--- src/design/rcpw_pkg.sv ---
// ----------------------------------------------------------------------------
// rcpw_pkg
// Types and codes shared by the pulse width capture block.
// ----------------------------------------------------------------------------
package rcpw_pkg;

    // result status codes
    localparam logic [1:0] ST_NONE   = 2'd0;
    localparam logic [1:0] ST_START  = 2'd1;
    localparam logic [1:0] ST_REPORT = 2'd2;

    typedef struct packed {
        logic [7:0]  pin_levels;
        logic [15:0] timer_value;
    } sample_t;

    typedef struct packed {
        logic [1:0]  status;
        logic [2:0]  channel;
        logic [15:0] pulse_width;
        logic [15:0] min_width;
        logic [15:0] max_width;
        logic        last;
    } result_t;

    // controller -> datapath
    typedef struct packed {
        logic       in_release;    // held sample is consumed
        logic       start_wr;      // store timer as start of current slot
        logic       frame_end_wr;  // store timer as frame end
        logic       rd_en;         // read start store
        logic       rd_first;      // read address 0, else walk index + 1
        logic       prev_load;     // latch read data as start of current channel
        logic       out_load;      // load output register
        logic [1:0] out_status;
        logic       out_last;
        logic       stats_wr;      // update min/max of walked channel
    } cmd_t;

    // datapath -> controller
    typedef struct packed {
        logic in_full_pin_slot;   // pin of expected slot is high
        logic last_pin_high;      // pin of final slot is high
        logic out_free;           // output register can take a result
    } stat_t;

endpackage

--- src/design/rcpw_datapath.sv ---
// ----------------------------------------------------------------------------
// rcpw_datapath
// Sample register, start time store, width arithmetic, min/max stores and
// output register.
// ----------------------------------------------------------------------------
module rcpw_datapath #(
    parameter int CHANNELS = 8,
    parameter int TW       = 16,
    parameter int IDX_W    = 3
) (
    input  logic                    clk,
    input  logic                    rst_n,
    input  logic                    sample_valid,
    input  logic                    sample_ready,
    input  rcpw_pkg::sample_t       sample,
    output logic                    result_valid,
    input  logic                    result_ready,
    output rcpw_pkg::result_t       result,
    input  rcpw_pkg::cmd_t          cmd,
    input  logic [IDX_W-1:0]        slot,
    input  logic [IDX_W-1:0]        walk_idx,
    output rcpw_pkg::stat_t         stat
);

    rcpw_pkg::sample_t  smp_reg;
    logic [TW-1:0]      start_mem [CHANNELS];
    logic [TW-1:0]      rd_data_reg;
    logic [TW-1:0]      prev_reg;
    logic [TW-1:0]      frame_end_reg;
    logic [TW-1:0]      min_reg [CHANNELS];
    logic [TW-1:0]      max_reg [CHANNELS];
    logic               out_valid_reg;
    rcpw_pkg::result_t  out_reg;
    rcpw_pkg::result_t  out_next;

    logic [TW-1:0]      now;
    logic [TW-1:0]      end_t;
    logic [TW-1:0]      width;
    logic [TW-1:0]      cur_min;
    logic [TW-1:0]      cur_max;
    logic [TW-1:0]      new_min;
    logic [TW-1:0]      new_max;
    logic [IDX_W-1:0]   rd_addr;
    logic               slot_pin;
    logic               last_pin;

    assign now = TW'(smp_reg.timer_value);

    always_ff @(posedge clk)
    begin
        if (sample_valid && sample_ready)
        begin
            smp_reg <= sample;
        end
    end

    // slots at 8 and above have no pin and read low
    always_comb
    begin
        slot_pin = 1'b0;
        last_pin = 1'b0;
        for (int k = 0; k < 8; k++)
        begin
            if (k < CHANNELS)
            begin
                if (int'(slot) == k)
                begin
                    slot_pin = smp_reg.pin_levels[k];
                end
                if (k == CHANNELS - 1)
                begin
                    last_pin = smp_reg.pin_levels[k];
                end
            end
        end
    end

    assign stat.in_full_pin_slot = slot_pin;
    assign stat.last_pin_high    = last_pin;
    assign stat.out_free         = !out_valid_reg || result_ready;

    // start time store: one write port, one registered read port
    assign rd_addr = cmd.rd_first ? '0 : IDX_W'(walk_idx + 1'b1);

    always_ff @(posedge clk)
    begin
        if (cmd.start_wr)
        begin
            start_mem[slot] <= now;
        end
        if (cmd.rd_en)
        begin
            rd_data_reg <= start_mem[rd_addr];
        end
        if (cmd.prev_load)
        begin
            prev_reg <= rd_data_reg;
        end
        if (cmd.frame_end_wr)
        begin
            frame_end_reg <= now;
        end
    end

    // the last channel ends at the frame end, the others at the next start
    assign end_t   = cmd.out_last ? frame_end_reg : rd_data_reg;
    assign width   = end_t - prev_reg;
    assign cur_min = min_reg[walk_idx];
    assign cur_max = max_reg[walk_idx];
    assign new_min = (width < cur_min || cur_min == '0) ? width : cur_min;
    assign new_max = (width > cur_max || cur_max == '0) ? width : cur_max;

    always_ff @(posedge clk or negedge rst_n)
    begin
        if (!rst_n)
        begin
            for (int k = 0; k < CHANNELS; k++)
            begin
                min_reg[k] <= '0;
                max_reg[k] <= '0;
            end
        end
        else if (cmd.stats_wr)
        begin
            min_reg[walk_idx] <= new_min;
            max_reg[walk_idx] <= new_max;
        end
    end

    always_comb
    begin
        out_next        = '0;
        out_next.status = cmd.out_status;
        out_next.last   = cmd.out_last;
        case (cmd.out_status)
            rcpw_pkg::ST_START:
            begin
                out_next.channel = 3'(slot);
            end
            rcpw_pkg::ST_REPORT:
            begin
                out_next.channel     = 3'(walk_idx);
                out_next.pulse_width = 16'(width);
                out_next.min_width   = 16'(new_min);
                out_next.max_width   = 16'(new_max);
            end
            default:
            begin
                out_next.channel = 3'd0;
            end
        endcase
    end

    always_ff @(posedge clk or negedge rst_n)
    begin
        if (!rst_n)
        begin
            out_valid_reg <= 1'b0;
        end
        else if (cmd.out_load)
        begin
            out_valid_reg <= 1'b1;
        end
        else if (result_ready)
        begin
            out_valid_reg <= 1'b0;
        end
    end

    always_ff @(posedge clk)
    begin
        if (cmd.out_load)
        begin
            out_reg <= out_next;
        end
    end

    assign result_valid = out_valid_reg;
    assign result       = out_reg;

endmodule

--- src/design/rcpw_ctrl.sv ---
// ----------------------------------------------------------------------------
// rcpw_ctrl
// Slot walk and frame report sequencer.
// ----------------------------------------------------------------------------
module rcpw_ctrl #(
    parameter int CHANNELS = 8,
    parameter int IDX_W    = 3
) (
    input  logic                clk,
    input  logic                rst_n,
    input  logic                sample_valid,
    output logic                sample_ready,
    input  rcpw_pkg::stat_t     stat,
    output rcpw_pkg::cmd_t      cmd,
    output logic [IDX_W-1:0]    slot,
    output logic [IDX_W-1:0]    walk_idx
);

    localparam logic [1:0] S_IDLE  = 2'd0;
    localparam logic [1:0] S_FETCH = 2'd1;
    localparam logic [1:0] S_READ  = 2'd2;
    localparam logic [1:0] S_CALC  = 2'd3;

    localparam logic [IDX_W-1:0] LAST_IDX = IDX_W'(CHANNELS - 1);

    logic [1:0]       state_reg, state_next;
    logic [IDX_W-1:0] slot_reg, slot_next;
    logic [IDX_W-1:0] walk_reg, walk_next;
    logic             waiting_reg, waiting_next;
    logic             in_full_reg, in_full_next;
    logic             accept;

    assign sample_ready = !in_full_reg || cmd.in_release;
    assign accept       = sample_valid && sample_ready;
    assign slot         = slot_reg;
    assign walk_idx     = walk_reg;

    always_comb
    begin
        cmd          = '0;
        state_next   = state_reg;
        slot_next    = slot_reg;
        walk_next    = walk_reg;
        waiting_next = waiting_reg;
        case (state_reg)
            S_IDLE:
            begin
                if (in_full_reg && stat.out_free)
                begin
                    cmd.in_release = 1'b1;
                    cmd.out_last   = 1'b1;
                    if (waiting_reg)
                    begin
                        if (stat.last_pin_high)
                        begin
                            cmd.out_load   = 1'b1;
                            cmd.out_status = rcpw_pkg::ST_NONE;
                        end
                        else
                        begin
                            // falling edge of the final slot closes the frame
                            cmd.frame_end_wr = 1'b1;
                            waiting_next     = 1'b0;
                            slot_next        = '0;
                            state_next       = S_FETCH;
                        end
                    end
                    else if (stat.in_full_pin_slot)
                    begin
                        cmd.start_wr   = 1'b1;
                        cmd.out_load   = 1'b1;
                        cmd.out_status = rcpw_pkg::ST_START;
                        if (slot_reg == LAST_IDX)
                        begin
                            waiting_next = 1'b1;
                        end
                        else
                        begin
                            slot_next = IDX_W'(slot_reg + 1'b1);
                        end
                    end
                    else
                    begin
                        cmd.out_load   = 1'b1;
                        cmd.out_status = rcpw_pkg::ST_NONE;
                    end
                end
            end
            S_FETCH:
            begin
                cmd.rd_en    = 1'b1;
                cmd.rd_first = 1'b1;
                walk_next    = '0;
                state_next   = S_READ;
            end
            S_READ:
            begin
                cmd.prev_load = 1'b1;
                cmd.rd_en     = (walk_reg != LAST_IDX);
                state_next    = S_CALC;
            end
            S_CALC:
            begin
                cmd.out_last   = (walk_reg == LAST_IDX);
                cmd.out_status = rcpw_pkg::ST_REPORT;
                if (stat.out_free)
                begin
                    cmd.out_load = 1'b1;
                    cmd.stats_wr = 1'b1;
                    if (walk_reg == LAST_IDX)
                    begin
                        state_next = S_IDLE;
                    end
                    else
                    begin
                        walk_next  = IDX_W'(walk_reg + 1'b1);
                        state_next = S_READ;
                    end
                end
            end
            default:
            begin
                state_next = S_IDLE;
            end
        endcase
    end

    always_comb
    begin
        in_full_next = in_full_reg;
        if (accept)
        begin
            in_full_next = 1'b1;
        end
        else if (cmd.in_release)
        begin
            in_full_next = 1'b0;
        end
    end

    always_ff @(posedge clk or negedge rst_n)
    begin
        if (!rst_n)
        begin
            state_reg   <= S_IDLE;
            slot_reg    <= '0;
            walk_reg    <= '0;
            waiting_reg <= 1'b0;
            in_full_reg <= 1'b0;
        end
        else
        begin
            state_reg   <= state_next;
            slot_reg    <= slot_next;
            walk_reg    <= walk_next;
            waiting_reg <= waiting_next;
            in_full_reg <= in_full_next;
        end
    end

endmodule

--- src/design/rc_pulse_width_capture.sv ---
// ----------------------------------------------------------------------------
// rc_pulse_width_capture
// Width capture for servo pulses that fire in a fixed slot order, with
// per-channel running minimum and maximum.
// ----------------------------------------------------------------------------
//  port group     dir  handshake                    payload
//  sample         in   sample_valid / sample_ready  rcpw_pkg::sample_t
//  result         out  result_valid / result_ready  rcpw_pkg::result_t
//
//  A sample held in the input register that gives one result is resolved once
//  the sequencer is idle and the output register is free; the input register
//  refills in the same cycle, so one sample per cycle while results are taken.
//  A frame-closing sample is handled in a closing step, a fetch of the first
//  start time, then a read step and a calc step per channel because of the
//  registered read of the start time store.
//  Reset clears the walk state and the min/max stores; start times are not
//  cleared. A stalled result holds the output register and the walk.
// ----------------------------------------------------------------------------
module rc_pulse_width_capture #(
    parameter int CHANNELS   = 8,
    parameter int TIMER_BITS = 16
) (
    input  logic               clk,
    input  logic               rst_n,
    input  logic               sample_valid,
    output logic               sample_ready,
    input  rcpw_pkg::sample_t  sample,
    output logic               result_valid,
    input  logic               result_ready,
    output rcpw_pkg::result_t  result
);

    // widths wrap at the timer width; results carry the low 16 bits
    localparam int TW    = TIMER_BITS;
    localparam int IDX_W = (CHANNELS > 1) ? $clog2(CHANNELS) : 1;

    rcpw_pkg::cmd_t   cmd;
    rcpw_pkg::stat_t  stat;
    logic [IDX_W-1:0] slot;
    logic [IDX_W-1:0] walk_idx;

    rcpw_ctrl #(
        .CHANNELS (CHANNELS),
        .IDX_W    (IDX_W)
    ) u_ctrl (
        .clk          (clk),
        .rst_n        (rst_n),
        .sample_valid (sample_valid),
        .sample_ready (sample_ready),
        .stat         (stat),
        .cmd          (cmd),
        .slot         (slot),
        .walk_idx     (walk_idx)
    );

    rcpw_datapath #(
        .CHANNELS (CHANNELS),
        .TW       (TW),
        .IDX_W    (IDX_W)
    ) u_dp (
        .clk          (clk),
        .rst_n        (rst_n),
        .sample_valid (sample_valid),
        .sample_ready (sample_ready),
        .sample       (sample),
        .result_valid (result_valid),
        .result_ready (result_ready),
        .result       (result),
        .cmd          (cmd),
        .slot         (slot),
        .walk_idx     (walk_idx),
        .stat         (stat)
    );

endmodule

--- config.mk ---
export PLATFORM = sky130hd
export DESIGN_NAME = rc_pulse_width_capture
export DESIGN_NICKNAME = d
export VERILOG_FILES = /design/src/design/rcpw_pkg.sv /design/src/design/rcpw_datapath.sv /design/src/design/rcpw_ctrl.sv /design/src/design/rc_pulse_width_capture.sv
export SDC_FILE = /design/constraint.sdc
export NUM_CORES = 1
export LEC_CHECK = 0
export ABC_AREA = 1
export BUFFER_PORTS_ARGS = -buffer_cell sky130_fd_sc_hd__buf_4
export CORE_ASPECT_RATIO = 0.9
export CORE_MARGIN = 1
export CORE_UTILIZATION = 62
export DETAILED_ROUTE_END_ITERATION = 8
export PLACE_DENSITY = 0.86
export SYNTH_ARGS = -nofsm -noshare
export SYNTH_HDL_FRONTEND = slang
export SYNTH_SLANG_ARGS = --single-unit
export TNS_END_PERCENT = 100
--- constraint.sdc ---
create_clock -name clk -period 6.1 [get_ports clk]
set_clock_uncertainty 0.05 [all_clocks]
set_input_delay 0.915 -clock clk [delete_from_list [all_inputs] [get_ports clk]]
set_output_delay 0.915 -clock clk [all_outputs]
set_load 0.02 [all_outputs]
### After elaboration in Yosys (flattened, before gate mapping)

Memory sizes are Yosys's and may differ from the RTL's. A register that Yosys moved wholly into a read port is not among the register bits.
Index checks and enable logic that the tools add are counted.
Widths: inputs -> output; s select.

| operators by class | value |
|---|---|
| equal/unequal tests | 22 |
| add/subtract/negate cells | 3 |
| magnitude comparators | 4 |
| bitwise gates (word level) | 1 |
| multiplexer cells | 62 |
| reductions and logical operators | 21 |

Operator list:

| operator | number |
|---|---|
| $bwmux 128 | 2 |
| $mux 16 | 8 |
| $bmux 16 s3 | 2 |
| $demux 16 s3 | 1 |
| $mux 3 | 11 |
| $logic_not 16->1 | 2 |
| $mux 1 | 27 |
| $eq 3x3->1 const B | 6 |
| $gt 16x16->1 | 1 |
| $lt 16x16->1 | 1 |
| $sub 16x16->16 | 1 |
| $pmux 3 s2 | 2 |
| $mux 2 | 5 |
| $ne 2x1->1 const B | 4 |
| $pmux 2 s4 | 1 |
| $pmux 4 s2 | 1 |
| $reduce_bool 2->1 | 4 |
| $add 3x1->3 const B | 2 |
| $eq 2x2->1 const B | 3 |
| $eq 3x2->1 const B | 2 |
| $ne 2x2->1 const B | 3 |
| $reduce_and 5->1 | 1 |
| $eq 2x1->1 const B | 2 |
| $ge 4x4->1 const B | 1 |
| 14 further kinds | 20 |

| storage, ports and cells | value |
|---|---|
| bits of input ports | 28 |
| logic and storage cells | 146 |
| memories | 1 |
| memory bits (writable) | 128 |
| flip-flop bits (word level) | 377 |

Memories:

| memory | words | width | rd ports | clocked after Yosys merged registers in | write ports | line | text |
|---|---|---|---|---|---|---|---|
| u_dp.start_mem | 8 | 16 | 1 | 1 | 1 | rcpw_datapath.sv:26 | `logic [TW-1:0] start_mem [CHANNELS];` |

### Longest topological paths before layout

Gate-level depths: netlist (run 1).

| depth | value |
|---|---|
| depth after elaboration | 19 |
| mapped depth | 32 |
| depth with buffers taken out | 30 |

### By module

A second synthesis (run 1) with hierarchy kept.

| second synthesis, totals | value |
|---|---|
| cells, all modules | 2585 |
| area total of the unflattened synthesis | 24289.5 um^2 |

By module, submodules not included:

| module | cells an instance | seq. area each (um^2) | area an instance (um^2) | instances |
|---|---|---|---|---|
| rcpw_datapath | 2487 | 14058.5 | 23568.9 | 1 |
| rcpw_ctrl | 98 | 250.2 | 720.7 | 1 |

### Least setup slack after synthesis (run 1)

OpenSTA, ideal clock, no wires.

| path | value |
|---|---|
| kind | input-to-reg |
| from | in result_ready |
| to | reg u_dp.out_reg, in the netlist u_dp.result[8], data pin |
| slack | 0.384 ns |
| data arrival time | 5.400 ns |
| cell stages on the path | 30 |
| cell sequence | nor2_1 -> nor2_1 -> nand2_1 -> o21ai_0 -> nand2_1 -> inv_1 -> buf_1 -> nand2_1 -> nand2_1 -> ha_1 -> a21oi_1 -> nand2_1 -> a21oi_1 -> o21ai_0 -> nand2_1 -> nand2_1 -> xnor2_1 -> inv_1 -> ha_1 -> a21oi_1 -> nor2_1 -> a211oi_1 -> nor2_1 -> a31oi_1 -> nand3_1 -> nand2_1 -> buf_1 -> nand3_2 -> nand2_1 -> nor2_1 |

RTL lines:

| element | line | text |
|---|---|---|
| start: declaration | rc_pulse_width_capture.sv:29 | `input logic result_ready,` |
| end signal: assignment | rcpw_datapath.sv:174 | `out_reg <= out_next;` |
| end: declaration | rcpw_datapath.sv:33 | `rcpw_pkg::result_t out_reg;` |

### Worst setup path in the final report (run 1)

| path | value |
|---|---|
| from | reg u_ctrl.state_reg[1] |
| to | reg u_dp.out_reg, in the netlist u_dp.result[13], data pin |

| on the way | value |
|---|---|
| word-level cells in the longest chain between the ends | 7 |

RTL lines:

| element | line | text |
|---|---|---|
| start: declaration | rcpw_ctrl.sv:26 | `logic [1:0] state_reg, state_next;` |
| start signal: assignment | rcpw_ctrl.sv:153 | `state_reg <= state_next;` |
| $eq 2x2->1 / $logic_not 2->1 (equally long branches) | rcpw_ctrl.sv:45 | `case (state_reg)` |
| $pmux 4 s2 * | rcpw_ctrl.sv:45 |  |
| $mux 16 * | rcpw_datapath.sv:106 | `assign end_t = cmd.out_last ? frame_end_reg : rd_data_reg;` |
| $sub 16x16->16 * | rcpw_datapath.sv:107 | `assign width = end_t - prev_reg;` |
| via u_dp.width[14] | rcpw_datapath.sv:38 | `logic [TW-1:0] width;` |
| $gt 16x16->1 * | rcpw_datapath.sv:111 | `assign new_max = (width > cur_max \|\| cur_max == '0) ? width : cur_max;` |
| $logic_or 1x1->1 * | rcpw_datapath.sv:111 |  |
| $mux 16 * | rcpw_datapath.sv:111 |  |

Mark *: on every way through the listed nets, which the timed path passes. The rest lies on a longest branch.
A chain may end at the register's enable or synchronous reset.

==> results of run 1 <==
logic make-up after synthesis:
kind of cell | after synthesis | synth area share, %
flip-flops | 521 | 59.2
buffers and inverters | 279 | 4.64
AO/OA/AOI/OAI | 218 | 5.66
XOR/XNOR | 15 | 0.544
AND/OR/NAND/NOR | 1509 | 26.7
multiplexers | 1 | 0.0414
adder cells (fa/ha/maj) | 61 | 3.19
placed cells by master, fill, tap and decap left out, types with 9 or more instances in the layout:
| master | Yosys | final |
|---|---|---|
| nor2_2 | 0 | 12 |
| inv_2 | 22 | 28 |
| nand3_1 | 292 | 292 |
| nand3_2 | 25 | 25 |
| clkbuf_8 | 0 | 12 |
| clkinv_1 | 1 | 9 |
| o21ai_0 | 59 | 58 |
| ha_1 | 60 | 60 |
| a211oi_1 | 16 | 16 |
| o211ai_1 | 21 | 21 |
| clkbuf_1 | 79 | 11 |
| a21oi_1 | 50 | 49 |
| nor2_1 | 213 | 200 |
| nand2_4 | 12 | 12 |
| nand2_1 | 897 | 896 |
| dfrtp_1 | 267 | 266 |
| or2_2 | 18 | 18 |
| o32ai_1 | 16 | 16 |
| edfxtp_1 | 254 | 254 |
| clkbuf_16 | 0 | 55 |
| xor2_1 | 12 | 12 |
| nand2_2 | 12 | 13 |
| buf_4 | 4 | 126 |
| a31oi_1 | 19 | 19 |
| a22oi_1 | 22 | 22 |
| inv_1 | 144 | 134 |
| nand4_1 | 25 | 25 |
what timing repair did:
| item | in CTS | in global routing |
|---|---|---|
| gates resized for setup | 0 | 4 |
| buffers inserted | 0 | 1 |
| setup endpoints to repair | 0 | 117 |
stage by stage:
| step | area (sq um) | util (%) | std cells | hold slack, ns | worst slack (ns) |
|---|---|---|---|---|---|
| after floorplan | 24200 | - | 2604 | 0.376 | 0.384 |
| after global placement | 25300 | 66.1 | 3145 | 0.391 | 0.173 |
| after detailed placement | 25300 | 66.1 | 3145 | 0.388 | -0.0355 |
| after CTS | 27100 | 70.6 | 3240 | 0.388 | 0.344 |
| after global routing | 27100 | 70.6 | 3241 | 0.409 | -0.00902 |
| final | 27100 | 70.6 | 3241 | 0.331 | 0.333 |
cell type report:
class,instances,share of cell area [%]
Clock inverter,17,0.582
Clock buffer,78,5.84
Inverter,169,2.37
Timing Repair Buffer,127,3.55
Multi-Input combinational cell,1804,32.4
Sequential cell,521,52.8
Tap cell,525,2.42
per-layer routing:
metal  global-route usage, %  vias to the layer above
met5                       0                        -
met3                    10.9                      341
met2                    55.0                     1630
li1                        -                     8799
met4                    18.4                        4
met1                    48.6                     9637
worst max-delay path, stage by stage (launching register included):
cell and delay, ns:
dfrtp_1 0.45, inv_1 0.13, ha_1 0.39, inv_1 0.10, nand2_1 0.21, buf_4 0.27
mux2i_1 0.11, ha_1 0.23, fa_1 0.44, o21ai_0 0.34, nand3_1 0.13, nand2_1 0.17
nand3_1 0.10, o2111ai_1 0.10, xor2_1 0.22, inv_1 0.09, ha_1 0.28, nand2_1 0.05
inv_1 0.09, nand3_1 0.11, nor3_1 0.23, nand2_1 0.09, nand3_1 0.10, nand2_2 0.17
nand2_4 0.34, nand2_1 0.29, nand2_1 0.14, nor2_1 0.06
final timing paths:
path / end / slack (ns) / cells past startpoint
max in group asynchronous: u_dp.min_reg[3] / 4.03 / 2
worst min register to register: u_dp.prev_reg[7] / 0.41 / 0
worst min-delay path: u_ctrl.slot[1] / 0.33 / 1
worst max-delay path: u_dp.result[13] / 0.33 / 27
worst max register to register: u_dp.result[13] / 0.33 / 27
min in group clk: u_dp.prev_reg[7] / 0.41 / 0
==> impl_metrics.json, run 1 <==
{
  "first_global_vias": 19500,
  "fin_crit_sh_pct": 94.5,
  "gr-total-overflow": 0,
  "synth_area_sq_mm": 0.0242,
  "die-width_um": 210,
  "wl_met2_mm": 31.7,
  "synth_edf_count": 254,
  "cts.clk_slew.worst_paths_ns": 0.06,
  "drv_cap": 0,
  "cp.required_ns": 6.36,
  "cp-start-kind": "flip-flop",
  "synth_top_area_cell": "edfxtp_1",
  "grt_max_degree": 122,
  "wl_met3_mm": 10.5,
  "slew_headroom_pct": 25.9,
  "fin_nets": 2763,
  "route.detailed.drc": 0,
  "status": "finished, final reports clean",
  "grt.total_usage_pct": 36.6,
  "ys_seq_elements": 521,
  "vias_per_cell": 6.30,
  "row_count": 68,
  "cts-buffers-inserted": 51,
  "hpwl_mm": 42.9,
  "wl_met1_mm": 26.2,
  "arrival_ns": 6.03,
  "drv_slew": 0,
  "die_h_um": 189,
  "wirelength_mm": 72.2,
  "die_area_sq_mm": 0.0398,
  "nFillCells": 2631,
  "synth_nets": 2693,
  "core_sq_mm": 0.0384,
  "cts_root_buffer": "clkbuf_16",
  "yosys_warnings": 0,
  "ys.flop_type": "dfrtp_1",
  "highest_layer": "met5",
  "antenna_found_initial": 2,
  "worstSetupPathType": "flip-flop to flip-flop",
  "synth_most_common_cell": "nand2_1",
  "cp-end-kind": "flip-flop",
  "synthToLayoutAreaGrowth_pct": 12.1,
  "cp_max_fo": 18,
  "finalSetupViolations": 0,
  "drive_gt1_share_pct": 11.9,
  "period_needed_ns": 5.77,
  "fmax_ghz": 0.173,
  "htreeDepth": 2,
  "async_flop_share_pct": 51.2,
  "first_pass_iters": 6,
  "multi_input_area_sq_mm": 0.00879,
  "clock_path_buffers": 3,
  "ff_latch_area_sq_mm": 0.0143,
  "finalHoldViolCount": 0,
  "clk_latency_ns": 0.60,
  "yosysUniqueCellTypes": 47,
  "drt_iter0_drc": 3074,
  "synth_commonest_cells": "nand2_1, nand3_1, dfrtp_1",
  "initial_core_util_pct": 63.0,
  "gp_congestion": 0.965,
  "synthCells": 2604,
  "syn_avg_cell_area_sq_um": 9.28,
  "critical_path.startpoint": "u_ctrl.state_reg[1]",
  "io_buffers": 83,
  "tns_ns": 0,
  "worstMarginPinSlew_ns": 1.11,
  "synth_top_area_share_pct": 31.6,
  "vias": 20400,
  "tritoncts": "yes",
  "regToRegStartpoint": "u_ctrl.state_reg[1]",
  "netlist_top_cells_area": "edfxtp_1, dfrtp_1, nand2_1",
  "cts_hold_buf": 0,
  "synth-seq-area-share_pct": 59.2,
  "rsz0062_at_grt": "yes",
  "hold_class": "input pin to asynchronous set/reset pin",
  "grt_pass1_wl_mm": 110,
  "routedWlPerCell_um": 22.3,
  "io_pins": 84,
  "clock_sinks": 521,
  "diodes": 0,
  "ant_nets": 0
}
Power of run 1 is left out: the tool's default activity adds up to more than one toggle a clock period on the data nets, which glitch-free logic cannot reach.
==> run 2, diff against run 1 <==
- CORE_UTILIZATION: 62 -> 50
- PLACE_DENSITY: 0.86 -> 0.72
==> impl_metrics.json, run 2 (synthesis gave the netlist of run 1 again) <==
{
  "gr-total-overflow": 0,
  "cts_setup_buffers": 0,
  "final_cell_mix": "nand2_1, nand3_1, dfrtp_1, edfxtp_1, nor2_1",
  "drive_gt1_share_pct": 11.9,
  "clock_path_buffers": 3,
  "row_count": 76,
  "diodes": 0,
  "cts_resized": 0,
  "gp_congestion": 0.920,
  "first_pass_iters": 8,
  "drv_cap": 0,
  "regToRegStartpoint": "u_ctrl.state_reg[0]",
  "grt.total_usage_pct": 29.9,
  "hold_class": "input pin to asynchronous set/reset pin",
  "die_h_um": 211,
  "io_buffers": 83,
  "worstMarginPinSlew_ns": 1.16,
  "slew_headroom_pct": 22.4,
  "top_usage_layer": "met2",
  "cts-buffers-inserted": 53,
  "cts.clk_slew.worst_paths_ns": 0.06,
  "htreeDepth": 2,
  "fin_crit_sh_pct": 90.0,
  "finalSetupViolations": 0,
  "die_area_sq_mm": 0.0492,
  "post-route-util_pct": 57.2,
  "hpwl_mm": 42.5,
  "io_pins": 84,
  "cp-end-kind": "flip-flop",
  "dp_slack_ns": 0.271,
  "synthToLayoutAreaGrowth_pct": 13.1,
  "routedWlPerCell_um": 21.8,
  "final_cell_count_no_fill": 3345,
  "status": "finished, final reports clean",
  "wirelength_mm": 72.9,
  "drv_slew": 0,
  "cts_root_buffer": "clkbuf_16",
  "cts_hold_buf": 0,
  "vias": 19700,
  "worstSetupPathType": "flip-flop to flip-flop",
  "grtUsageMet2_pct": 45.8,
  "first_global_vias": 18900,
  "fmax_ghz": 0.182,
  "gr-usage-met1_pct": 41.8,
  "tns_ns": 0,
  "cp_max_fo": 17,
  "grt_pass1_wl_mm": 111,
  "initial_core_util_pct": 50.6,
  "cp.required_ns": 6.39,
  "final_common_cell": "nand2_1",
  "route.detailed.drc": 0,
  "tritoncts": "yes",
  "clock_sinks": 521,
  "period_needed_ns": 5.49,
  "placed_cells": 3246,
  "critical_path.startpoint": "u_ctrl.state_reg[0]",
  "core_sq_mm": 0.0477,
  "rsz0062_at_grt": "no",
  "cp-start-kind": "flip-flop",
  "arrival_ns": 5.78,
  "grt_max_degree": 145,
  "grt_use_met3_pct": 6.28,
  "layout_setup_ws_ns": 0.610,
  "ant_nets": 0,
  "antenna_found_initial": 0,
  "drt_iter0_drc": 2810,
  "die-width_um": 234,
  "fin_nets": 2766,
  "reg2reg_slack_ns": 0.61,
  "clk_latency_ns": 0.65,
  "finalHoldViolCount": 0,
  "vias_per_cell": 5.88
}
==> run 2: cell count changes in the layout (fill, tap and decap cells not counted), sizes merged <==
cell      previous run  this run
bufinv               3         7
inv                165       168
clkbuf              78        69
clkinvlp             1         2
buf                127       128
clkinv              17        22
==> run 2: cell type report <==
class                      count  area [sq um]
timing repair buffer         128           981
clock inverter                30           403
multi-input combinational   1804          8780
fill                        4007         20400
sequential                   521         14300
clock buffer                  69          1430
tap                          624           781
inverter                     169           639
==> run 2: final timing paths <==
check	cells after the start	end
max in group asynchronous	2	u_dp.max_reg[108]
min in group clk	1	u_dp.now[7]
worst max register to register	26	u_dp.result[5]
worst min register to register	0	u_dp.prev_reg[2]
worst max-delay path	26	u_dp.result[5]
worst min-delay path	1	u_dp.max_reg[101]
==> run 2: critical path, cell delays in order, from the launching register on <==
cell and delay [ns]:
dfrtp_1 0.45, inv_1 0.12, ha_1 0.36, inv_1 0.12, nand2_1 0.17, buf_4 0.25
nand2_1 0.07, nand2_1 0.06, ha_1 0.32, a21oi_1 0.16, nand2_1 0.10, a21oi_1 0.23
o21ai_0 0.23, nand3_1 0.13, nand2_1 0.08, a21oi_1 0.16, xor2_1 0.22, inv_1 0.11
ha_1 0.33, nand3_1 0.10, nor3_1 0.25, nand4_1 0.12, nand2_1 0.17, buf_4 0.28
nand3_1 0.31, nand2_1 0.18, nor2_1 0.05
==> run 2: metal layers <==
metal  vias up  wire length [um]
li1       8811                 -
met1      9518             29600
met2      1153             32700
met3       188              8030
met4         0              2540
met5         -                 0
==> run 2: through the flow <==
stage / instance area (sq um) / hold WS (ns)
after floorplan: 24200 / 0.376
after global placement: 25500 / 0.387
after detailed placement: 25500 / 0.387
after CTS: 27300 / 0.362
after global routing: 27300 / 0.364
final: 27300 / 0.324
Power of run 2 is left out for the same reason.
